<file path="config.mk">
export PLATFORM = sky130hd
export DESIGN_NAME = csfp_out_stage
export DESIGN_NICKNAME = d
export VERILOG_FILES = /design/src/rtl/core/csfp_pkg.sv /design/src/rtl/core/csfp_out_stage.sv
export SDC_FILE = /design/constraint.sdc
export NUM_CORES = 1
export LEC_CHECK = 0
export BUFFER_PORTS_ARGS = -buffer_cell sky130_fd_sc_hd__buf_4
export CAP_MARGIN = 20
export CORE_MARGIN = 2
export CORE_UTILIZATION = 40
export CTS_CLUSTER_SIZE = 24
export DETAILED_ROUTE_END_ITERATION = 6
export HOLD_SLACK_MARGIN = 0.05
export PLACE_DENSITY = 0.7
export SLEW_MARGIN = 0
export SYNTH_ARGS = -nofsm -noshare
export SYNTH_HDL_FRONTEND = slang
export SYNTH_SLANG_ARGS = --single-unit
</file>
<file path="constraint.sdc">
create_clock -name i_clk -period 9.6 [get_ports i_clk]
set_clock_uncertainty 0.05 [all_clocks]
set_input_delay 1.44 -clock i_clk [delete_from_list [all_inputs] [get_ports i_clk]]
set_output_delay 1.44 -clock i_clk [all_outputs]
set_load 0.005 [all_outputs]
</file>
<file path="src/rtl/core/csfp_pkg.sv">
// Shared types, constants and helpers of the circular shell fingerprint core.
// Used by csfp_out_stage and circular_shell_fingerprint_core; no dependencies.
package csfp_pkg;

    // Default sizes of the graph stores
    localparam int DEF_MAX_ATOMS  = 64;
    localparam int DEF_MAX_DEGREE = 8;

    // Results per run before the rest are dropped
    localparam int MAX_OUT = 64;

    // Width used for index and count compares (covers 256 atoms)
    localparam int XW = 9;

    // Per-shell multiplier of the additive mode
    localparam logic [31:0] SHELL_MULT = 32'd7879;

    // Input transaction modes
    localparam logic [1:0] MODE_CLEAR = 2'd0;
    localparam logic [1:0] MODE_LOAD  = 2'd1;
    localparam logic [1:0] MODE_BOND  = 2'd2;
    localparam logic [1:0] MODE_RUN   = 2'd3;

    // Bond kinds
    localparam logic [1:0] BK_SINGLE   = 2'd0;
    localparam logic [1:0] BK_DOUBLE   = 2'd1;
    localparam logic [1:0] BK_TRIPLE   = 2'd2;
    localparam logic [1:0] BK_AROMATIC = 2'd3;

    // Visit status codes
    localparam logic [1:0] ST_NONE  = 2'd0;
    localparam logic [1:0] ST_DONE  = 2'd1;
    localparam logic [1:0] ST_READY = 2'd2;
    localparam logic [1:0] ST_NEXT  = 2'd3;

    // Configuration register indexes
    localparam logic [2:0] CFG_MIN_RADIUS      = 3'd0;
    localparam logic [2:0] CFG_MAX_RADIUS      = 3'd1;
    localparam logic [2:0] CFG_ADDITIVE_MODE   = 3'd2;
    localparam logic [2:0] CFG_UNIFORM_BONDS   = 3'd3;
    localparam logic [2:0] CFG_SHELL_PER_PRINT = 3'd4;
    localparam logic [2:0] CFG_TAIL_RADIUS     = 3'd5;
    localparam logic [2:0] CFG_USE_ISOTOPE     = 3'd6;

    typedef struct packed {
        logic [1:0]  mode;
        logic [5:0]  atom_index;
        logic [31:0] atom_value;
        logic [9:0]  isotope_value;
        logic        include_flag;
        logic [5:0]  neighbour_index;
        logic [1:0]  bond_kind;
        logic [6:0]  atom_count;
    } t_in_item;

    typedef struct packed {
        logic [31:0] bit_value;
        logic [3:0]  print_index;
        logic        has_bit;
        logic        last;
        logic        overflow;
    } t_out_item;

    // Engine to output stage: push one code, or close the run
    typedef struct packed {
        logic        push;
        logic        fin;
        logic        dropped;
        logic [31:0] code;
        logic [3:0]  idx;
    } t_emit_ctl;

    // Bond constant of a bond kind
    function automatic logic [3:0] bond_const(input logic [1:0] kind, input logic uniform);
        logic [3:0] c;
        c = 4'd3;
        if (uniform) begin
            c = 4'd1;
        end else begin
            case (kind)
                BK_AROMATIC: c = 4'd11;
                BK_TRIPLE:   c = 4'd7;
                BK_DOUBLE:   c = 4'd5;
                default:     c = 4'd3;
            endcase
        end
        return c;
    endfunction

endpackage

</file>
<file path="src/rtl/core/csfp_out_stage.sv">
// Result staging of the fingerprint core: one pending code plus the output register.
// Holds the newest code back so the last one of a run can be tagged. Uses csfp_pkg.
module csfp_out_stage
    import csfp_pkg::*;
(
    input  logic      i_clk,
    input  logic      i_rst_n,
    input  t_emit_ctl i_ctl,
    output logic      o_gnt,
    output logic      o_out_valid,
    output t_out_item o_out,
    input  logic      i_out_stall
);

    logic      r_pend_v;
    logic      r_out_v;
    t_out_item r_pend;
    t_out_item r_out;
    logic      out_free;
    logic      push_gnt;
    logic      fin_gnt;

    // Output register can take a new transaction this cycle
    assign out_free = !r_out_v || !i_out_stall;
    assign push_gnt = i_ctl.push && (!r_pend_v || out_free);
    assign fin_gnt  = i_ctl.fin && out_free;
    assign o_gnt    = push_gnt || fin_gnt;

    // Valid flags
    always_ff @(posedge i_clk) begin
        if (!i_rst_n) begin
            r_pend_v <= 1'b0;
            r_out_v  <= 1'b0;
        end else begin
            if (r_out_v && !i_out_stall) begin
                r_out_v <= 1'b0;
            end
            if (push_gnt) begin
                r_pend_v <= 1'b1;
                if (r_pend_v) begin
                    r_out_v <= 1'b1;
                end
            end
            if (fin_gnt) begin
                r_pend_v <= 1'b0;
                r_out_v  <= 1'b1;
            end
        end
    end

    // Payload: shift pending into output, tag the final one
    always_ff @(posedge i_clk) begin
        if (push_gnt) begin
            if (r_pend_v) begin
                r_out <= r_pend;
            end
            r_pend.bit_value   <= i_ctl.code;
            r_pend.print_index <= i_ctl.idx;
            r_pend.has_bit     <= 1'b1;
            r_pend.last        <= 1'b0;
            r_pend.overflow    <= 1'b0;
        end
        if (fin_gnt) begin
            if (r_pend_v) begin
                r_out.bit_value   <= r_pend.bit_value;
                r_out.print_index <= r_pend.print_index;
                r_out.has_bit     <= 1'b1;
                r_out.overflow    <= i_ctl.dropped;
            end else begin
                r_out.bit_value   <= 32'd0;
                r_out.print_index <= 4'd0;
                r_out.has_bit     <= 1'b0;
                r_out.overflow    <= 1'b0;
            end
            r_out.last <= 1'b1;
        end
    end

    assign o_out_valid = r_out_v;
    assign o_out       = r_out;

`ifndef SYNTHESIS
    a_one_request: assert property (@(posedge i_clk) disable iff (!i_rst_n)
        !(i_ctl.push && i_ctl.fin))
        else $error("push and finish requested together");

    a_fin_empties: assert property (@(posedge i_clk) disable iff (!i_rst_n)
        fin_gnt |=> (!r_pend_v && r_out_v && r_out.last))
        else $error("finish did not close the run");

    a_push_shifts: assert property (@(posedge i_clk) disable iff (!i_rst_n)
        (push_gnt && r_pend_v) |=> (r_out_v && !r_out.last && r_pend_v))
        else $error("pending code not moved to output");
`endif

endmodule
</file>
# Word-level counts from Yosys, hierarchy flattened
# Index checks and enable logic that the tools add are counted.
[word_totals]
register_bits = 77
latchBits = 0
mem_bits_rw = 0
rom_bits = 0
inputBits = 42
out_inout_bits = 41
elab_cells = 33
mem_count = 0
[classes]
n_addsub = 0
n_mul = 0
div = 0
order_cmp = 0
eq_ne = 0
shift = 0
muxes = 9
bitwise = 1
reduce_logical = 14
[ops]
columns = ["operator", "count"]
rows = [
  ["$mux W39", 3],
  ["$mux W37", 1],
  ["$mux W1", 5],
  ["$reduce_and A2 Y1", 2],
  ["$reduce_bool A2 Y1", 2],
  ["$logic_and A1 B1 Y1", 3],
  ["$logic_not A1 Y1", 3],
  ["$logic_or A1 B1 Y1", 3],
  ["$reduce_or A2 Y1", 1],
  ["$not A1 Y1", 1],
]

# Logic depth before layout (Yosys ltp)
# Gate-level depths: netlist of the first run.
[logic_depth]
depth_word = 6
ltp_mapped = 4
depth_no_buf = 3

# Least setup slack after synthesis of the first run
# Ideal clock, no wire load.
[synth_path]
kind = "in2out"
start = "input i_out_stall"
end = "output o_gnt"
t_arrival_ns = 3.656
required_ns = 8.110
slack_ns = 4.454
cell_stages = 2
path_buffers = 0
cell_sequence = "a31oi_1 a21o_1"
[synth_via]
elab_chain_len = 5
elab_cells_between_ends = 6
cone_classes = "6 x reduce/logical"
[synth_lines]
columns = ["element", "line", "text"]
rows = [
  ["from (decl)", "csfp_out_stage.sv:12", "input logic i_out_stall"],
  ["$logic_not A1 Y1 (*)", "csfp_out_stage.sv:24", "assign out_free = !r_out_v || !i_out_stall;"],
  ["$logic_or A1 B1 Y1 (*)", "csfp_out_stage.sv:24", ""],
  ["$logic_or A1 B1 Y1", "csfp_out_stage.sv:25", "assign push_gnt = i_ctl.push && (!r_pend_v || out_free);"],
  ["$logic_and A1 B1 Y1", "csfp_out_stage.sv:25", ""],
  ["$logic_or A1 B1 Y1 (*)", "csfp_out_stage.sv:27", "assign o_gnt = push_gnt || fin_gnt;"],
  ["to (decl)", "csfp_out_stage.sv:9", "output logic o_gnt,"],
]
# Every way passes the cells marked *; elsewhere a longest branch is shown, timed or not.

# Worst setup path in the final report of the first run
# Ends and elaborated chain as after synthesis.

==> out/results.ini, run 1 <==
[run_status]
status = finished, final reports clean

[global_route]
grt_pass1_vias = 1366
antenna_found_initial = 0
grt_max_degree = 39
grt.total_usage = 0.1220
grt_pass1_wl_um = 6624
grt_overflow = 0

[power_and_ir_drop]
cellPowerDensity_mw_per_mm2 = 188.0
switching_share = 0.2012
p_total_mw = 0.6787
power.leakage_nw = 1.457
internal-power_mw = 0.5422
seq_power_share = 0.589
ir_drop_mv = 0.1055
power_frac_clock = 0.332
switching_power_mw = 0.1365
comb_power_share = 0.080

[worst_setup_path]
crit_top_cell = buf_4
critPathKind = in2out
cpMaxStageDelayCell = a21o_1
cp-end-kind = primary output
worst-path-buf-inv = 2
required_ps = 8110
path_delay_family = buffers and inverters
cp_slowest_stage_delay_ps = 200
arrival_ps = 2000
crit_fanout = 7
start_kind = input port
cp_cell_sequence = buf_4, nand2_2, a21o_1, buf_4

[clock_tree]
htree_num_levels = 3
ctsResizeCount = 0
tritoncts = yes
cts_buffers = 9
cts_buffer_depth = 2
postCtsHoldBufs = 0
clk_pin_slew_ps = 70
clk_latency_ps = 330
cts_sinks = 77
postCtsSetupRepairBufs = 0
root_buffer = clkbuf_8

[floorplanning]
core-area_mm2 = 0.006681
start_util = 0.4067
die_h_um = 86.43
die-area_mm2 = 0.007469
die_w_um = 86.43
num_rows = 30
num_io_pins = 83

[layout]
final_core_util = 0.5404
fin_area_mm2 = 0.003611
fill_cells = 563
multi_input_area_um2 = 412.9
nNetsFinal = 263
ff_latch_area_mm2 = 0.002282
final_cells = 306
most-common-layout-cells = buf_4 (84), edfxtp_1 (74), and2_4 (29), clkbuf_8 (9), and2_1 (7)
antennaDiodeCount = 0
drive_gt1_frac = 0.5841
final_common_cell = buf_4
area_delta_synth_final_pct = 32.87

[synthesis]
syn_inst = 129
yosysTopAreaCell = edfxtp_1
yosysUniqueCellTypes = 16
ys_ff_latch = 77
yosys_warnings = 0
avgSynthCellArea_um2 = 21.07
yosys-top-cells-area = edfxtp_1 (82%), and2_4 (9.3%), dfxtp_1 (2.2%)
synth_top_area_frac = 0.8177
ys_seq_area_frac = 0.8398
syn-cell-area_mm2 = 0.002718
syn-num-nets = 171

[sta]
max_clock_freq_mhz = 286.7
setup_slack_ps = 6112
finalSetupViolCount = 0
finalSetupTns_ps = 0
post-route-period-util = 0.3633
worstMarginPinSlew_ps = 479.9
holdWs_ps = 464.9
maxSlewViolCount = 0
rsz0062_at_grt = no
fin_crit_ps = 3488
finalHoldViolations = 0
max_slew_margin = 0.6801

[drt]
drt_first_iter_violations = 86
ant_nets = 0
drc = 0
wl_per_cell_um = 14.28
route.detailed.vias_per_inst = 4.428
vias = 1355
dr.pass1.iters = 4
totalWireLength_um = 4371

[placed_design]
dp_slack_ps = 6112
placedCellCount = 290
port_buffers = 82
place.gp.congestion = 0.7182
dpl.hpwl_um = 2902
placed_cell_area_mm2 = 0.003430

[flow_run]
drv_cap = 0

[worst_hold_path]
hold_class = reg2reg

-- area by class of cell --
cell class | count | share of cell area
inverters | 1 | 0.001040
well taps | 80 | 0.02772
repair buffers | 84 | 0.1746
clock buffers | 10 | 0.03534
multi-input cells | 48 | 0.1143
clock inverters | 6 | 0.01490
flip-flops and latches | 77 | 0.6320
-- synthesized netlist by cell type --
master    instances
and2_1            7
nand2_2           1
a22o_1            1
a21oi_1           3
dfxtp_1           3
inv_1             1
a21o_1            1
a31oi_1           1
nand3_1           1
o211a_4           1
and2_4           29
o21ai_0           1
edfxtp_1         74
buf_8             3
and4_2            1
a21boi_0          1
-- sequential cells by signal, indices dropped and copies added, names as in the netlist --
name,flops
r_pend_v,1
o_out_valid,1
r_pend,36
o_out,39
-- layer usage --
| layer | vias up | track usage | share of wire |
|---|---|---|---|
| met5 | - | 0 | 0 |
| met4 | 0 | 0.06818 | 0.018 |
| met3 | 6 | 0.03619 | 0.050 |
| met2 | 39 | 0.2154 | 0.56 |
| met1 | 648 | 0.1297 | 0.37 |
| li1 | 662 | - | - |
-- worst paths after layout --
check,cells after the start,start,to,slack [ps]
setup / recovery,4,i_out_stall,o_gnt,6110
setup reg to reg,3,r_pend_v,o_out[31],7970
hold reg to reg,1,r_pend[38],o_out[38],460
hold / removal,1,r_pend[38],o_out[38],460
-- power groups by stage --
| stage | clock [mW] | combinational, mW | sequential (mW) |
|---|---|---|---|
| after floorplan | 0 | 0.0176 | 0.408 |
| after global placement | 0 | 0.0544 | 0.406 |
| after detailed placement | 0 | 0.0557 | 0.407 |
| after CTS | 0.230 | 0.0558 | 0.400 |
| after global routing | 0.245 | 0.0589 | 0.401 |
| final | 0.225 | 0.0541 | 0.400 |
-- worst reg2reg max path, cell delays in order (launching register included) --
cell     delay [ps]
dfxtp_1         480
a21oi_1         170
a21oi_4         130
buf_4           420
-- cells by family after synthesis --
group,after synthesis,synth area share
flip-flops,77,0.8398
buffers and inverters,4,0.01795
AO/OA/AOI/OAI,9,0.02486
AND/OR/NAND/NOR,39,0.1174
Note: power is estimated with default switching activity, not from simulation.
==> run 2, diff against run 1 <==
Clock period 9.6 ns to 3.6 ns, I/O delays scaled along.
==> run 2 against run 1 <==
  * Routed wire length down 1.4%
  * Core utilization about the same
  * Global-route usage is 0.30 points lower
  * Worst setup slack got worse by 4400 ps
  * Final area hardly changed
  * Critical path depth down 1
  * Die area unchanged
  * First-iteration DRC count rose by 21%
  * Sequential power rose to 2.7 times the previous value
  * Critical path type is now reg2out
  * Largest cell class unchanged
  * Largest power group unchanged
==> out/results.ini, run 2 (synthesized netlist as in run 1, its figures left out) <==
[run_status]
status = finished, final reports clean

[power_and_ir_drop]
power.leakage_nw = 1.451  ; -0.42%
internal-power_mw = 1.445  ; +170%
seq_power_share = 0.594  ; +0.005
comb_power_share = 0.083  ; +0.003
power_frac_clock = 0.323  ; -0.009
switching_power_mw = 0.3476  ; +150%
p_total_mw = 1.792  ; +160%
ir_drop_mv = 0.2794  ; +160%
switching_share = 0.1939  ; -0.007216
cellPowerDensity_mw_per_mm2 = 496.2  ; +160%

[sta]
max_slew_margin = 0.6911  ; +0.01107
post-route-period-util = 0.5205
rsz0062_at_grt = no
finalSetupViolCount = 0  ; unchanged
maxSlewViolCount = 0  ; unchanged
max_clock_freq_mhz = 533.6
fin_crit_ps = 1874
finalHoldViolations = 0  ; unchanged
worstMarginPinSlew_ps = 463.3  ; -16.60 ps
finalSetupTns_ps = 0  ; unchanged

[global_route]
antenna_found_initial = 0  ; unchanged
grt_pass1_vias = 1327  ; -2.9%
grt_pass1_wl_um = 6437  ; -2.8%
grt_max_degree = 38  ; -2.6%
grt.total_usage = 0.1190  ; -0.002968
grt_overflow = 0  ; unchanged

[flow_run]
drv_cap = 0  ; unchanged

[drt]
drc = 0  ; unchanged
vias = 1370  ; +1.1%
wl_per_cell_um = 14.17  ; -0.79%
ant_nets = 0  ; unchanged
drt_first_iter_violations = 104  ; +21%
route.detailed.vias_per_inst = 4.507  ; +1.8%
totalWireLength_um = 4308  ; -1.4%
dr.pass1.iters = 4  ; unchanged

[floorplanning]
num_rows = 30  ; unchanged
die_w_um = 86.43  ; unchanged
start_util = 0.4067  ; unchanged
die_h_um = 86.43  ; unchanged
num_io_pins = 83  ; unchanged
die-area_mm2 = 0.007469  ; unchanged
core-area_mm2 = 0.006681  ; unchanged

[worst_setup_path]
critPathKind = reg2out
start_kind = flop
cp_slowest_stage_delay_ps = 480  ; +280 ps
crit_fanout = 7  ; unchanged
required_ps = 3010  ; -5100 ps
cp_cell_sequence = nand2_2, a21o_1, buf_4
cp-end-kind = primary output
arrival_ps = 1280  ; -720 ps
cpMaxStageDelayCell = dfxtp_1
rrSetupSlack_ps = 1960  ; -6010 ps

[layout]
fill_cells = 542  ; -3.7%
most-common-layout-cells = buf_4 (83), edfxtp_1 (74), and2_4 (29), clkbuf_8 (9), and2_1 (7)
antennaDiodeCount = 0  ; unchanged
nNetsFinal = 263  ; unchanged
final_common_cell = buf_4
drive_gt1_frac = 0.5759  ; -0.008178
largest_reg_flops = 39  ; unchanged
area_delta_synth_final_pct = 32.92  ; about the same

[clock_tree]
cts_buffers = 9  ; unchanged
tritoncts = yes
clk_latency_ps = 330  ; about the same
clk_pin_slew_ps = 70  ; about the same
cts_buffer_depth = 2  ; unchanged
ctsResizeCount = 0  ; unchanged
root_buffer = clkbuf_8
postCtsHoldBufs = 0  ; unchanged
htree_num_levels = 3  ; unchanged
cts_sinks = 77  ; unchanged
postCtsSetupRepairBufs = 0  ; unchanged

[placed_design]
dpl.hpwl_um = 2926  ; +0.82%
port_buffers = 82  ; unchanged
place.gp.congestion = 0.7587  ; +5.6%

[worst_hold_path]
hold_class = in2reg

run 2: cell count changes in the layout (fill, tap and decap cells not counted):
cell	previous run	this run
buf_4	84	83
buf_12	0	1
clkbuf_1	1	2
clkinv_2	4	1
run 2: metrics by stage:
step	hold WS, ps	area, um^2	instances	utilization	worst slack (ps)
after floorplan	416.0	2718	129	-	253.7
after global placement	431.0	3422	289	0.5122	1465
after detailed placement	427.7	3442	290	0.5152	1829
after CTS	313.8	3612	304	0.5406	1702
after global routing	311.7	3612	304	0.5406	1651
final	331.3	3612	304	0.5406	1726
run 2: final timing paths:
path                                   from         end  cells past startpoint
worst max-delay path            o_out_valid       o_gnt                      3
worst min register to register     o_out[1]    o_out[1]                      1
worst min-delay path              i_ctl[11]  r_pend[14]                      1
worst max register to register     r_pend_v   o_out[22]                      3
run 2: final cells by class:
type	count	area, um^2	share of cell area
Tap cell	80	100.1	0.02771
Multi-Input combinational cell	48	412.9	0.1143
Clock inverter	3	38.79	0.01074
Clock buffer	11	131.4	0.03637
Sequential cell	77	2282	0.6318
Timing Repair Buffer	84	643.1	0.1780
Inverter	1	3.754	0.001039
run 2: critical path: cells and delay by family, from the launching register on:
kind | cells | cell delay (ps)
DFF | 1 | 480
AOI/OAI and AO/OA | 1 | 200
buffers and inverters | 1 | 130
and+or+nand+nor | 1 | 160
run 2: power by group through the flow:
stage,clock network (mW),registers (mW),logic (mW)
after floorplan,0,1.09,0.0469
after CTS,0.594,1.07,0.151
after global routing,0.625,1.07,0.160
after detailed placement,0,1.09,0.151
after global placement,0,1.09,0.144
final,0.579,1.07,0.148
run 2: metal layers:
| layer | vias to the layer above | track usage | routed length, um |
|---|---|---|---|
| met2 | 45 | 0.2000 | 2399 |
| met3 | 5 | 0.04381 | 305 |
| met4 | 0 | 0.06392 | 68 |
| met5 | - | 0 | 0 |
| li1 | 660 | - | - |
| met1 | 660 | 0.1313 | 1535 |
